$ cat config.mk
export PLATFORM = sky130hd
export DESIGN_NAME = srgb_baseline_tiff_stream_writer_flat
export DESIGN_NICKNAME = d
export VERILOG_FILES = /design/src/hw/rtl/stw_pkg.sv /design/src/hw/rtl/stw_sample_if.sv /design/src/hw/rtl/stw_word_if.sv /design/src/hw/rtl/stw_front.sv /design/src/hw/rtl/stw_queue.sv /design/src/hw/rtl/stw_back.sv /design/src/hw/rtl/srgb_baseline_tiff_stream_writer.sv /design/src/flat_wrapper.sv
export SDC_FILE = /design/constraint.sdc
export NUM_CORES = 2
export LEC_CHECK = 0
export ABC_AREA = 1
export BUFFER_PORTS_ARGS = -buffer_cell sky130_fd_sc_hd__buf_2
export CAP_MARGIN = 20
export CORE_ASPECT_RATIO = 1.1
export CORE_MARGIN = 2
export CORE_UTILIZATION = 55
export CTS_BUF_LIST = sky130_fd_sc_hd__clkbuf_2
export CTS_CLUSTER_SIZE = 28
export DETAILED_ROUTE_END_ITERATION = 12
export MAX_ROUTING_LAYER = met4
export PLACE_DENSITY_LB_ADDON = 0.2
export SKIP_LAST_GASP = 1
export SYNTH_ARGS = -nofsm -noshare
export SYNTH_HDL_FRONTEND = slang
export SYNTH_SLANG_ARGS = --single-unit
$ cat constraint.sdc
create_clock -name i_clk -period 6.3 [get_ports i_clk]
set_input_delay 0.315 -clock i_clk [delete_from_list [all_inputs] [get_ports i_clk]]
set_output_delay 0.315 -clock i_clk [all_outputs]
set_load 0.01 [all_outputs]
$ cat src/hw/rtl/stw_pkg.sv
// stw_pkg: shared constants, types and elaboration-time tables of the TIFF stream writer.
// Holds the sRGB threshold ROM builder and the header word generator.
// No dependencies.
`timescale 1ns / 1ps
`default_nettype none

package stw_pkg;

    localparam int DIM_BITS       = 14;
    localparam int SAMPLE_BITS    = 16;
    localparam int FRAC_BITS      = SAMPLE_BITS - 2;
    localparam int COUNT_BITS     = 30;
    localparam int BYTE_STEPS     = 8;
    localparam int HDR_WORDS      = 32;
    localparam int HDR_IDX_BITS   = $clog2(HDR_WORDS);
    localparam int QUEUE_DEPTH    = 4;
    localparam int QUEUE_PTR_BITS = $clog2(QUEUE_DEPTH);
    localparam int CFG_INDEX_BITS = 2;
    localparam int BIG_BITS       = 320;

    localparam logic [COUNT_BITS-1:0] COUNT_MAX = '1;
    localparam logic [31:0] SAMPLE_TOP = 32'(1) << (SAMPLE_BITS - 1);

    // register indexes
    localparam logic [CFG_INDEX_BITS-1:0] CFG_IMAGE_WIDTH  = 2'd0;
    localparam logic [CFG_INDEX_BITS-1:0] CFG_IMAGE_HEIGHT = 2'd1;

    // tiff header fields
    localparam logic [15:0] BYTE_ORDER_LE         = 16'h4949;
    localparam logic [15:0] TIFF_MAGIC            = 16'd42;
    localparam logic [31:0] IFD_OFFSET            = 32'd8;
    localparam logic [15:0] IFD_ENTRIES           = 16'd9;
    localparam logic [15:0] TAG_IMAGE_WIDTH       = 16'd256;
    localparam logic [15:0] TAG_IMAGE_LENGTH      = 16'd257;
    localparam logic [15:0] TAG_BITS_PER_SAMPLE   = 16'd258;
    localparam logic [15:0] TAG_COMPRESSION       = 16'd259;
    localparam logic [15:0] TAG_PHOTOMETRIC       = 16'd262;
    localparam logic [15:0] TAG_STRIP_OFFSETS     = 16'd273;
    localparam logic [15:0] TAG_SAMPLES_PER_PIXEL = 16'd277;
    localparam logic [15:0] TAG_ROWS_PER_STRIP    = 16'd278;
    localparam logic [15:0] TAG_STRIP_BYTE_COUNTS = 16'd279;
    localparam logic [15:0] TYPE_SHORT            = 16'd3;
    localparam logic [15:0] TYPE_LONG             = 16'd4;
    localparam logic [15:0] COUNT_ONE             = 16'd1;
    localparam logic [31:0] BPS_OFFSET            = 32'd122;
    localparam logic [31:0] STRIP_OFFSET          = 32'd128;
    localparam logic [15:0] COMPRESSION_NONE      = 16'd1;
    localparam logic [15:0] PHOTOMETRIC_RGB       = 16'd2;
    localparam logic [15:0] SAMPLES_PER_PIXEL     = 16'd3;
    localparam logic [15:0] BITS_PER_SAMPLE       = 16'd8;

    typedef logic [SAMPLE_BITS-1:0] t_thresh;
    typedef t_thresh [255:0] t_thresh_table;

    typedef struct packed {
        logic [7:0] pix;
        logic       first;
        logic       last;
    } t_item;

    typedef struct packed {
        logic [DIM_BITS-1:0]   width;
        logic [DIM_BITS-1:0]   height;
        logic [COUNT_BITS-1:0] total;
    } t_hdr_cfg;

    function automatic logic [BIG_BITS-1:0] big_pow(input logic [31:0] base, input int n);
        logic [BIG_BITS-1:0] r;
        r = BIG_BITS'(1);
        for (int i = 0; i < n; i++) begin
            r = r * BIG_BITS'(base);
        end
        return r;
    endfunction

    localparam logic [BIG_BITS-1:0] LHS_SCALE = big_pow(32'd10761, 12);

    // true when the rounded curve value at q reaches byte k
    function automatic logic srgb_ge(input logic [31:0] q, input logic [31:0] k,
                                     input logic [BIG_BITS-1:0] k_rhs);
        logic [63:0] one;
        logic [BIG_BITS-1:0] lhs;
        one = 64'd1 << FRAC_BITS;
        if (64'(q) * 64'd10000000 <= 64'd31308 * one) begin
            return (64'd2 * 64'd1292 * 64'd255 * 64'(q) + 64'd100 * one) >=
                   (64'(k) * 64'd200 * one);
        end
        lhs = big_pow(q, 5) * LHS_SCALE;
        return lhs >= k_rhs;
    endfunction

    // smallest positive sample code that maps to at least byte k
    function automatic t_thresh_table build_srgb_thresh();
        t_thresh_table tab;
        logic [BIG_BITS-1:0] rhs;
        logic [31:0] lo;
        logic [31:0] hi;
        logic [31:0] mid;
        tab = '0;
        for (int k = 0; k < 256; k++) begin
            rhs = big_pow(32'(40 * k + 541), 12) << (5 * FRAC_BITS);
            lo = 32'd1;
            hi = SAMPLE_TOP;
            while (lo < hi) begin
                mid = (lo + hi) >> 1;
                if (srgb_ge(mid, 32'(k), rhs)) begin
                    hi = mid;
                end else begin
                    lo = mid + 32'd1;
                end
            end
            tab[k] = SAMPLE_BITS'(lo);
        end
        return tab;
    endfunction

    localparam t_thresh_table SRGB_THRESH = build_srgb_thresh();

    function automatic logic [31:0] hdr_word(input logic [HDR_IDX_BITS-1:0] idx,
                                             input t_hdr_cfg cfg);
        logic [15:0] w16;
        logic [15:0] h16;
        logic [31:0] t32;
        logic [31:0] w;
        w16 = 16'(cfg.width);
        h16 = 16'(cfg.height);
        t32 = 32'(cfg.total);
        case (idx)
            5'd0:    w = {TIFF_MAGIC, BYTE_ORDER_LE};
            5'd1:    w = IFD_OFFSET;
            5'd2:    w = {TAG_IMAGE_WIDTH, IFD_ENTRIES};
            5'd3:    w = {COUNT_ONE, TYPE_LONG};
            5'd4:    w = {w16, 16'd0};
            5'd5:    w = {TAG_IMAGE_LENGTH, 16'd0};
            5'd6:    w = {COUNT_ONE, TYPE_LONG};
            5'd7:    w = {h16, 16'd0};
            5'd8:    w = {TAG_BITS_PER_SAMPLE, 16'd0};
            5'd9:    w = {SAMPLES_PER_PIXEL, TYPE_SHORT};
            5'd10:   w = {BPS_OFFSET[15:0], 16'd0};
            5'd11:   w = {TAG_COMPRESSION, BPS_OFFSET[31:16]};
            5'd12:   w = {COUNT_ONE, TYPE_SHORT};
            5'd13:   w = {COMPRESSION_NONE, 16'd0};
            5'd14:   w = {TAG_PHOTOMETRIC, 16'd0};
            5'd15:   w = {COUNT_ONE, TYPE_SHORT};
            5'd16:   w = {PHOTOMETRIC_RGB, 16'd0};
            5'd17:   w = {TAG_STRIP_OFFSETS, 16'd0};
            5'd18:   w = {COUNT_ONE, TYPE_LONG};
            5'd19:   w = {STRIP_OFFSET[15:0], 16'd0};
            5'd20:   w = {TAG_SAMPLES_PER_PIXEL, STRIP_OFFSET[31:16]};
            5'd21:   w = {COUNT_ONE, TYPE_SHORT};
            5'd22:   w = {SAMPLES_PER_PIXEL, 16'd0};
            5'd23:   w = {TAG_ROWS_PER_STRIP, 16'd0};
            5'd24:   w = {COUNT_ONE, TYPE_LONG};
            5'd25:   w = {h16, 16'd0};
            5'd26:   w = {TAG_STRIP_BYTE_COUNTS, 16'd0};
            5'd27:   w = {COUNT_ONE, TYPE_LONG};
            5'd28:   w = {t32[15:0], 16'd0};
            5'd29:   w = {16'd0, t32[31:16]};
            5'd30:   w = {BITS_PER_SAMPLE, 16'd0};
            5'd31:   w = {BITS_PER_SAMPLE, BITS_PER_SAMPLE};
            default: w = '0;
        endcase
        return w;
    endfunction

endpackage

`default_nettype wire

$ cat src/hw/rtl/stw_sample_if.sv
// stw_sample_if: valid/ready channel carrying one linear sample per beat.
// Depends on stw_pkg for the sample width.
`timescale 1ns / 1ps
`default_nettype none

interface stw_sample_if;
    logic                                   valid;
    logic                                   ready;
    logic signed [stw_pkg::SAMPLE_BITS-1:0] linear_sample;

    modport source (output valid, output linear_sample, input ready);
    modport sink   (input valid, input linear_sample, output ready);
endinterface

`default_nettype wire

$ cat src/hw/rtl/stw_word_if.sv
// stw_word_if: valid/ready channel carrying one 32-bit file word per beat.
// No dependencies.
`timescale 1ns / 1ps
`default_nettype none

interface stw_word_if;
    logic        valid;
    logic        ready;
    logic [31:0] file_word;
    logic [2:0]  valid_bytes;
    logic        last_word;

    modport source (output valid, output file_word, output valid_bytes, output last_word,
                    input ready);
    modport sink   (input valid, input file_word, input valid_bytes, input last_word,
                    output ready);
endinterface

`default_nettype wire

$ cat src/hw/rtl/stw_front.sv
// stw_front: config registers, frame counter and the 8-stage sRGB threshold search.
// Depends on stw_pkg and stw_sample_if.
`timescale 1ns / 1ps
`default_nettype none

module stw_front (
    input  wire logic                                  i_clk,
    input  wire logic                                  i_rst_n,
    stw_sample_if.sink                                 i_sample,
    input  wire logic                                  i_cfg_we,
    input  wire logic [stw_pkg::CFG_INDEX_BITS-1:0]    i_cfg_index,
    input  wire logic [stw_pkg::DIM_BITS-1:0]          i_cfg_data,
    output stw_pkg::t_item                             o_item,
    output logic                                       o_item_valid,
    input  wire logic                                  i_item_ready,
    output stw_pkg::t_hdr_cfg                          o_hdr_cfg
);

    localparam int NS = stw_pkg::BYTE_STEPS;
    localparam logic [1:0] CFG_SETTLE = 2'd2;

    logic [stw_pkg::DIM_BITS-1:0]     r_width;
    logic [stw_pkg::DIM_BITS-1:0]     r_height;
    logic [2*stw_pkg::DIM_BITS-1:0]   r_area;
    logic [stw_pkg::COUNT_BITS-1:0]   r_total;
    logic [stw_pkg::COUNT_BITS-1:0]   n_total;
    logic [1:0]                       r_busy;
    logic [stw_pkg::COUNT_BITS-1:0]   r_count;
    logic [stw_pkg::DIM_BITS-1:0]     cfg_val;
    logic [63:0]                      area3;
    logic [stw_pkg::COUNT_BITS:0]     cnt_next;
    logic                             frame_last;
    logic                             advance;
    logic                             accept;
    stw_pkg::t_thresh                 q_eff;

    logic [NS:0]      r_vld;
    stw_pkg::t_thresh r_q     [NS];
    logic [7:0]       r_k     [NS+1];
    logic             r_first [NS+1];
    logic             r_last  [NS+1];

    // ---- configuration and strip size ----
    assign cfg_val = (i_cfg_data == '0) ? stw_pkg::DIM_BITS'(1) : i_cfg_data;
    assign area3   = 64'(r_area) + (64'(r_area) << 1);
    assign n_total = (area3 > 64'(stw_pkg::COUNT_MAX)) ? stw_pkg::COUNT_MAX
                                                       : area3[stw_pkg::COUNT_BITS-1:0];

    always_ff @(posedge i_clk) begin
        if (!i_rst_n) begin
            r_width  <= stw_pkg::DIM_BITS'(1);
            r_height <= stw_pkg::DIM_BITS'(1);
            r_area   <= (2*stw_pkg::DIM_BITS)'(1);
            r_total  <= stw_pkg::COUNT_BITS'(3);
            r_busy   <= '0;
        end else begin
            if (i_cfg_we) begin
                case (i_cfg_index)
                    stw_pkg::CFG_IMAGE_WIDTH:  r_width  <= cfg_val;
                    stw_pkg::CFG_IMAGE_HEIGHT: r_height <= cfg_val;
                    default: ;
                endcase
            end
            // product is registered in r_area, then the strip size in r_total
            r_area  <= (2*stw_pkg::DIM_BITS)'(r_width) * (2*stw_pkg::DIM_BITS)'(r_height);
            r_total <= n_total;
            if (i_cfg_we) begin
                r_busy <= CFG_SETTLE;
            end else if (r_busy != '0) begin
                r_busy <= r_busy - 2'd1;
            end
        end
    end

    assign o_hdr_cfg = '{width: r_width, height: r_height, total: r_total};

    // ---- intake and frame position ----
    assign advance        = !r_vld[NS] || i_item_ready;
    assign i_sample.ready = advance && (r_busy == '0);
    assign accept         = i_sample.valid && i_sample.ready;
    assign cnt_next       = {1'b0, r_count} + (stw_pkg::COUNT_BITS+1)'(1);
    assign frame_last     = cnt_next >= {1'b0, r_total};
    assign q_eff          = i_sample.linear_sample[stw_pkg::SAMPLE_BITS-1]
                            ? '0 : stw_pkg::t_thresh'(i_sample.linear_sample);

    always_ff @(posedge i_clk) begin
        if (!i_rst_n) begin
            r_count <= '0;
        end else if (accept) begin
            r_count <= frame_last ? '0 : cnt_next[stw_pkg::COUNT_BITS-1:0];
        end
    end

    // ---- threshold search, one result bit per stage ----
    always_ff @(posedge i_clk) begin
        if (!i_rst_n) begin
            r_vld <= '0;
        end else if (advance) begin
            r_vld <= {r_vld[NS-1:0], accept};
        end
    end

    always_ff @(posedge i_clk) begin
        if (advance) begin
            r_q[0]     <= q_eff;
            r_k[0]     <= '0;
            r_first[0] <= (r_count == '0);
            r_last[0]  <= frame_last;
        end
    end

    for (genvar s = 0; s < NS; s++) begin : g_step
        localparam logic [7:0] STEP_BIT = 8'(1 << (NS - 1 - s));
        logic [7:0] cand;
        logic       take;

        assign cand = r_k[s] | STEP_BIT;
        assign take = r_q[s] >= stw_pkg::SRGB_THRESH[cand];

        always_ff @(posedge i_clk) begin
            if (advance) begin
                r_k[s+1]     <= take ? cand : r_k[s];
                r_first[s+1] <= r_first[s];
                r_last[s+1]  <= r_last[s];
            end
        end

        if (s + 1 < NS) begin : g_pass
            always_ff @(posedge i_clk) begin
                if (advance) begin
                    r_q[s+1] <= r_q[s];
                end
            end
        end
    end

    assign o_item_valid = r_vld[NS];
    assign o_item       = '{pix: r_k[NS], first: r_first[NS], last: r_last[NS]};

endmodule

`default_nettype wire

$ cat src/hw/rtl/stw_queue.sv
// stw_queue: small register queue of converted bytes between front and back.
// Depends on stw_pkg.
`timescale 1ns / 1ps
`default_nettype none

module stw_queue (
    input  wire logic            i_clk,
    input  wire logic            i_rst_n,
    input  wire logic            i_push_valid,
    input  wire stw_pkg::t_item  i_push_item,
    output logic                 o_push_ready,
    output logic                 o_pop_valid,
    output stw_pkg::t_item       o_pop_item,
    input  wire logic            i_pop
);

    localparam int PB = stw_pkg::QUEUE_PTR_BITS;

    stw_pkg::t_item r_mem [stw_pkg::QUEUE_DEPTH];
    logic [PB-1:0]  r_wptr;
    logic [PB-1:0]  r_rptr;
    logic [PB:0]    r_cnt;
    logic           push;
    logic           pop;

    assign o_push_ready = r_cnt != (PB+1)'(stw_pkg::QUEUE_DEPTH);
    assign o_pop_valid  = r_cnt != '0;
    assign o_pop_item   = r_mem[r_rptr];
    assign push         = i_push_valid && o_push_ready;
    assign pop          = i_pop && o_pop_valid;

    always_ff @(posedge i_clk) begin
        if (push) begin
            r_mem[r_wptr] <= i_push_item;
        end
    end

    always_ff @(posedge i_clk) begin
        if (!i_rst_n) begin
            r_wptr <= '0;
            r_rptr <= '0;
            r_cnt  <= '0;
        end else begin
            if (push) begin
                r_wptr <= (r_wptr == PB'(stw_pkg::QUEUE_DEPTH - 1)) ? '0 : r_wptr + PB'(1);
            end
            if (pop) begin
                r_rptr <= (r_rptr == PB'(stw_pkg::QUEUE_DEPTH - 1)) ? '0 : r_rptr + PB'(1);
            end
            case ({push, pop})
                2'b10:   r_cnt <= r_cnt + (PB+1)'(1);
                2'b01:   r_cnt <= r_cnt - (PB+1)'(1);
                default: r_cnt <= r_cnt;
            endcase
        end
    end

endmodule

`default_nettype wire

$ cat src/hw/rtl/stw_back.sv
// stw_back: header burst and byte packing into little-endian file words.
// Depends on stw_pkg and stw_word_if.
`timescale 1ns / 1ps
`default_nettype none

module stw_back (
    input  wire logic              i_clk,
    input  wire logic              i_rst_n,
    input  wire logic              i_head_valid,
    input  wire stw_pkg::t_item    i_head,
    output logic                   o_pop,
    input  wire stw_pkg::t_hdr_cfg i_hdr_cfg,
    stw_word_if.source             o_word
);

    localparam int HB = stw_pkg::HDR_IDX_BITS;
    localparam logic [2:0] VB_FULL = 3'd4;

    logic [23:0]   r_pack;
    logic [1:0]    r_fill;
    logic [HB-1:0] r_hdr_idx;
    logic          r_hdr_done;
    logic          r_ovalid;
    logic [31:0]   r_word;
    logic [2:0]    r_vb;
    logic          r_last;
    logic [31:0]   merged;
    logic          emit;
    logic          hdr_mode;
    logic          out_free;
    logic          do_hdr;
    logic          do_pack;

    assign merged   = {8'd0, r_pack} | ({24'd0, i_head.pix} << {r_fill, 3'b000});
    assign emit     = i_head.last || (r_fill == 2'd3);
    assign hdr_mode = i_head_valid && i_head.first && !r_hdr_done;
    assign out_free = !r_ovalid || o_word.ready;
    assign do_hdr   = hdr_mode && out_free;
    // a byte that completes no word is absorbed even while the output stalls
    assign do_pack  = i_head_valid && !hdr_mode && (!emit || out_free);
    assign o_pop    = do_pack;

    always_ff @(posedge i_clk) begin
        if (!i_rst_n) begin
            r_pack     <= '0;
            r_fill     <= '0;
            r_hdr_idx  <= '0;
            r_hdr_done <= 1'b0;
            r_ovalid   <= 1'b0;
        end else begin
            if (do_hdr) begin
                r_hdr_idx <= (r_hdr_idx == HB'(stw_pkg::HDR_WORDS - 1)) ? '0
                                                                        : r_hdr_idx + HB'(1);
                if (r_hdr_idx == HB'(stw_pkg::HDR_WORDS - 1)) begin
                    r_hdr_done <= 1'b1;
                end
            end
            if (do_pack) begin
                r_hdr_done <= 1'b0;
                if (emit) begin
                    r_pack <= '0;
                    r_fill <= '0;
                end else begin
                    r_pack <= merged[23:0];
                    r_fill <= r_fill + 2'd1;
                end
            end
            if (do_hdr || (do_pack && emit)) begin
                r_ovalid <= 1'b1;
            end else if (o_word.ready) begin
                r_ovalid <= 1'b0;
            end
        end
    end

    always_ff @(posedge i_clk) begin
        if (do_hdr) begin
            r_word <= stw_pkg::hdr_word(r_hdr_idx, i_hdr_cfg);
            r_vb   <= VB_FULL;
            r_last <= 1'b0;
        end else if (do_pack && emit) begin
            r_word <= merged;
            r_vb   <= {1'b0, r_fill} + 3'd1;
            r_last <= i_head.last;
        end
    end

    assign o_word.valid       = r_ovalid;
    assign o_word.file_word   = r_word;
    assign o_word.valid_bytes = r_vb;
    assign o_word.last_word   = r_last;

endmodule

`default_nettype wire

$ cat src/hw/rtl/srgb_baseline_tiff_stream_writer.sv
// srgb_baseline_tiff_stream_writer: top level, linear samples in, baseline TIFF words out.
// Depends on stw_pkg, stw_sample_if, stw_word_if, stw_front, stw_queue, stw_back.
//
//   channel    direction  beat carries
//   i_sample   in         linear_sample, signed Q1.14, R,G,B order
//   o_word     out        file_word, valid_bytes, last_word
//   i_cfg_*    in         index 0 image_width, index 1 image_height
//
// One sample per cycle while the back end keeps up and no register write settles; a sample
// passes the input register, eight threshold-search stages and the queue to the back end.
// The back end sends the 32 header words before the first sample of a frame; the input keeps
// flowing until the four-entry queue and the search pipeline are full.
// Input ready drops after each register write while the strip size settles.
// Synchronous active-low reset; no clearing pass.
`timescale 1ns / 1ps
`default_nettype none

module srgb_baseline_tiff_stream_writer (
    input  wire logic                                i_clk,
    input  wire logic                                i_rst_n,
    stw_sample_if.sink                               i_sample,
    stw_word_if.source                               o_word,
    input  wire logic                                i_cfg_we,
    input  wire logic [stw_pkg::CFG_INDEX_BITS-1:0]  i_cfg_index,
    input  wire logic [stw_pkg::DIM_BITS-1:0]        i_cfg_data
);

    stw_pkg::t_item    front_item;
    logic              front_valid;
    logic              queue_ready;
    stw_pkg::t_item    head_item;
    logic              head_valid;
    logic              head_pop;
    stw_pkg::t_hdr_cfg hdr_cfg;

    stw_front u_front (
        .i_clk        (i_clk),
        .i_rst_n      (i_rst_n),
        .i_sample     (i_sample),
        .i_cfg_we     (i_cfg_we),
        .i_cfg_index  (i_cfg_index),
        .i_cfg_data   (i_cfg_data),
        .o_item       (front_item),
        .o_item_valid (front_valid),
        .i_item_ready (queue_ready),
        .o_hdr_cfg    (hdr_cfg)
    );

    stw_queue u_queue (
        .i_clk        (i_clk),
        .i_rst_n      (i_rst_n),
        .i_push_valid (front_valid),
        .i_push_item  (front_item),
        .o_push_ready (queue_ready),
        .o_pop_valid  (head_valid),
        .o_pop_item   (head_item),
        .i_pop        (head_pop)
    );

    stw_back u_back (
        .i_clk        (i_clk),
        .i_rst_n      (i_rst_n),
        .i_head_valid (head_valid),
        .i_head       (head_item),
        .o_pop        (head_pop),
        .i_hdr_cfg    (hdr_cfg),
        .o_word       (o_word)
    );

endmodule

`default_nettype wire

$ cat src/flat_wrapper.sv
// flat-port wrapper written by rule: the top's interface ports become plain ports
module srgb_baseline_tiff_stream_writer_flat 
  (i_clk, i_rst_n, i_cfg_we, i_cfg_index, i_cfg_data, i_sample_valid, i_sample_linear_sample, i_sample_ready, o_word_valid, o_word_file_word, o_word_valid_bytes, o_word_last_word, o_word_ready);
  stw_sample_if i_sample_i ();
  stw_word_if o_word_i ();
  input  wire logic i_clk;
  input  wire logic i_rst_n;
  input  wire logic i_cfg_we;
  input  wire logic [stw_pkg::CFG_INDEX_BITS-1:0] i_cfg_index;
  input  wire logic [stw_pkg::DIM_BITS-1:0] i_cfg_data;
  input wire logic [$bits(i_sample_i.valid)-1:0] i_sample_valid;
  input wire logic [$bits(i_sample_i.linear_sample)-1:0] i_sample_linear_sample;
  output wire logic [$bits(i_sample_i.ready)-1:0] i_sample_ready;
  output wire logic [$bits(o_word_i.valid)-1:0] o_word_valid;
  output wire logic [$bits(o_word_i.file_word)-1:0] o_word_file_word;
  output wire logic [$bits(o_word_i.valid_bytes)-1:0] o_word_valid_bytes;
  output wire logic [$bits(o_word_i.last_word)-1:0] o_word_last_word;
  input wire logic [$bits(o_word_i.ready)-1:0] o_word_ready;
  assign i_sample_i.valid = i_sample_valid;
  assign i_sample_i.linear_sample = i_sample_linear_sample;
  assign i_sample_ready = i_sample_i.ready;
  assign o_word_valid = o_word_i.valid;
  assign o_word_file_word = o_word_i.file_word;
  assign o_word_valid_bytes = o_word_i.valid_bytes;
  assign o_word_last_word = o_word_i.last_word;
  assign o_word_i.ready = o_word_ready;
  srgb_baseline_tiff_stream_writer u_core (.i_clk(i_clk), .i_rst_n(i_rst_n), .i_sample(i_sample_i), .o_word(o_word_i), .i_cfg_we(i_cfg_we), .i_cfg_index(i_cfg_index), .i_cfg_data(i_cfg_data));
endmodule
==> flow_metrics.tcl <==
set metrics [dict create \
    status "completed" \
    clock_path_buffers 3 \
    antenna_left 0 \
    cts-htree-levels 3 \
    fin_skew_ps 140 \
    power_frac_clock 0.252 \
    drtIter0Drc 2614 \
    critPathLaunchType "register" \
    core_area_um2 57100 \
    maxCapViolations 0 \
    slew_viol_final 0 \
    crit_chain "nand2_1, fa_1, inv_1, ha_1, inv_1, fa_1, inv_1, fa_1, fa_1, inv_1, fa_1, inv_1, ha_1, a21oi_1, o21ai_0, a21oi_1, nand3_1, a21oi_1, nand2_1, nand2_1, nor2_1" \
    combPwrFrac 0.308 \
    ys.flop_type "edfxtp_1" \
    worstSkewPairLatency_ps 1200 \
    num_rows 92 \
    worst_path_largest_cell_delay_ps 780 \
    setup_violations 0 \
    whs_ps 133 \
    ys_ff_latch 419 \
    seq_power_share 0.440 \
    areaGrowthSynthToFinish_pct 9.63 \
    crit_fanout 16 \
    ys_types 68 \
    synth_nets 4402 \
    dpl.hpwl_um 67400 \
    async_flop_share 0 \
    slew_headroom 0.316 \
    r2r-start "u_core.u_front.r_width[2]$_SDFFE_PN0P_" \
    holdCritStartpoint "i_cfg_data[2]" \
    drive_gt1_frac 0.0987 \
    p_sw_frac 0.398 \
    hold_violations 0 \
    cts_tree "built" \
    crit_path_top_delay_cell "dfxtp_1" \
    cts_buffers 107 \
    die_y_um 255 \
    cp.arrival_ps 6860 \
    cts_root_buffer "clkbuf_2" \
    viasPerCell 5.67 \
    p_per_area_nw_per_um2 224 \
    synth_edf_count 246 \
    grt_pass1_wl_um 146000 \
    num_vias 28118 \
    antenna_found_initial 3 \
    ir_drop_mv 0.149 \
    worstSetupPathType "reg -> reg" \
    layout_worst_path_cycle_share 0.927 \
    synth_cells 3926 \
    switchingPower_mw 3.09 \
    place_congestion 1.04 \
    crit_path_start "u_core.u_front.r_width[2]$_SDFFE_PN0P_" \
    p_int_mw 4.68 \
    worstMarginPinSlew_ps 1020 \
    overflow 0 \
    period_needed_ps 5840 \
    cts.clk_slew.worst_paths_ps 120 \
    min_path_type "in -> reg" \
    firstDrtPassIters 8 \
    num-nets-final 4592 \
    dieArea_um2 59400 \
    synth_seq_area_share 0.343 \
    crit_required_ps 7320 \
    cts_resized 0 \
    rsz0062_at_grt "no" \
    post-cts-setup-buffers 0 \
    drt_wl_total_um 91300 \
    tns_ps 0 \
    grt_pass1_vias 27644 \
    layout_commonest_cell "nand2_1" \
    grt_max_degree 163 \
    port_buffers 74 \
    drc 0 \
    synth_area_um2 31600 \
    grt.total_usage 0.320 \
    io-pin-count 75 \
    die_w_um 233 \
    final_cell_mix "804 x nand2_1, 643 x inv_1, 361 x nor2_1" \
    p_leak_nw 16.8 \
    yosysWarnings 0 \
    hold_buffers 96 \
    wl_per_cell_um 18.4 \
    cts.sinks 419 \
    syn_area_per_cell_um2 8.05 \
    cp-end-kind "register" \
    initial_core_util 0.553 \
    fmax_mhz 171 \
]
synthesized netlist by cell type (31+ instances only):
master | number | area, um^2
a21oi_1 | 261 | 1310
a21oi_2 | 49 | 429
clkbuf_1 | 92 | 345
dfxtp_1 | 173 | 3460
edfxtp_1 | 246 | 7390
fa_1 | 143 | 2860
ha_1 | 296 | 3700
inv_1 | 643 | 2410
nand2_1 | 805 | 3020
nand3_1 | 129 | 646
nand3_2 | 31 | 310
nand4_1 | 52 | 325
nor2_1 | 361 | 1360
nor3_1 | 51 | 255
o21ai_0 | 261 | 1310
metrics by stage:
stage | instances | power (mW) | cell area [um^2] | util | setup WS [ps]
detailed placement | 4659 | 5.75 | 32600 | 0.571 | 534
global placement | 4659 | 5.75 | 32600 | 0.571 | 718
CTS | 4953 | 7.76 | 34600 | 0.606 | 440
global route | 4960 | 8.24 | 34600 | 0.607 | 57.3
floorplan | 3926 | 5.01 | 31600 | - | 852
finish | 4960 | 7.76 | 34600 | 0.607 | 459
final cells by class:
class                   count  area [um^2]
flip-flops and latches    419        10900
multi-input cells        2711        17700
inverters                 665         2500
repair buffers            212         1670
well taps                 752          941
diodes                      3         7.51
fillers                  5193        22500
clock buffers             154          771
clock inverters            44          238
state kept, by name, indices dropped and copies added (netlist names), 3 cells and up, named ones only:
signal / count
u_core.u_front.r_first: 9
u_core.u_front.r_count: 30
u_core.u_back.o_word.valid_bytes: 3
u_core.u_front.r_q: 120
u_core.u_back.r_hdr_idx: 5
u_core.u_front.r_total: 30
u_core.u_front.r_last: 9
u_core.u_front.r_k: 36
u_core.u_back.r_pack: 24
u_core.u_front.r_vld: 9
u_core.u_back.o_word.file_word: 32
u_core.u_queue.r_cnt: 3
u_core.u_front.r_width: 14
u_core.u_queue.r_mem: 40
u_core.u_front.r_area: 28
u_core.u_front.r_height: 14
cells by family after synthesis:
| kind of cell | share of synthesized area |
|---|---|
| AOI/OAI and AO/OA | 0.144 |
| adders and majority gates | 0.208 |
| and+or+nand+nor | 0.200 |
| xor gates and xnor gates | 0.00637 |
| DFF | 0.343 |
| buffers and inverters | 0.0984 |
metal layers:
metal	global-route usage	up-vias	part of all wire	wire length, um
li1	-	13420	-	-
met1	0.376	13081	0.39	35600
met2	0.523	1270	0.48	43800
met3	0.0539	347	0.073	6620
met4	0.174	0	0.058	5310
met5	-	-	0	0
power groups by stage:
| stage | sequential (mW) | clock (mW) | combinational, mW |
|---|---|---|---|
| 4_1_cts | 3.41 | 2.01 | 2.34 |
| 2_1_floorplan | 3.36 | 0 | 1.65 |
| 3_3_place_gp | 3.47 | 0 | 2.28 |
| 5_1_grt | 3.44 | 2.13 | 2.66 |
| 3_5_place_dp | 3.47 | 0 | 2.28 |
| 6_report | 3.42 | 1.96 | 2.39 |
critical path, delay by kind of cell (launching register included):
| kind | cells | cell delay, ps |
|---|---|---|
| AO/OA/AOI/OAI | 4 | 800 |
| adder cells (fa/ha/maj) | 7 | 3280 |
| buffers and inverters | 5 | 260 |
| flip-flops | 1 | 780 |
| AND/OR/NAND/NOR | 5 | 550 |
path summary, 6_finish.rpt:
kind,end,slack [ps],depth (start not counted)
max,u_core.u_front.r_area[27]$_SDFF_PN0_,460,21
min,u_core.u_front.r_width[2]$_SDFFE_PN0P_,130,4
max reg2reg,u_core.u_front.r_area[27]$_SDFF_PN0_,460,21
min reg2reg,u_core.u_front.r_first[0][3]$_DFFE_PN_,340,0
Power figures use the tool's default switching activity.
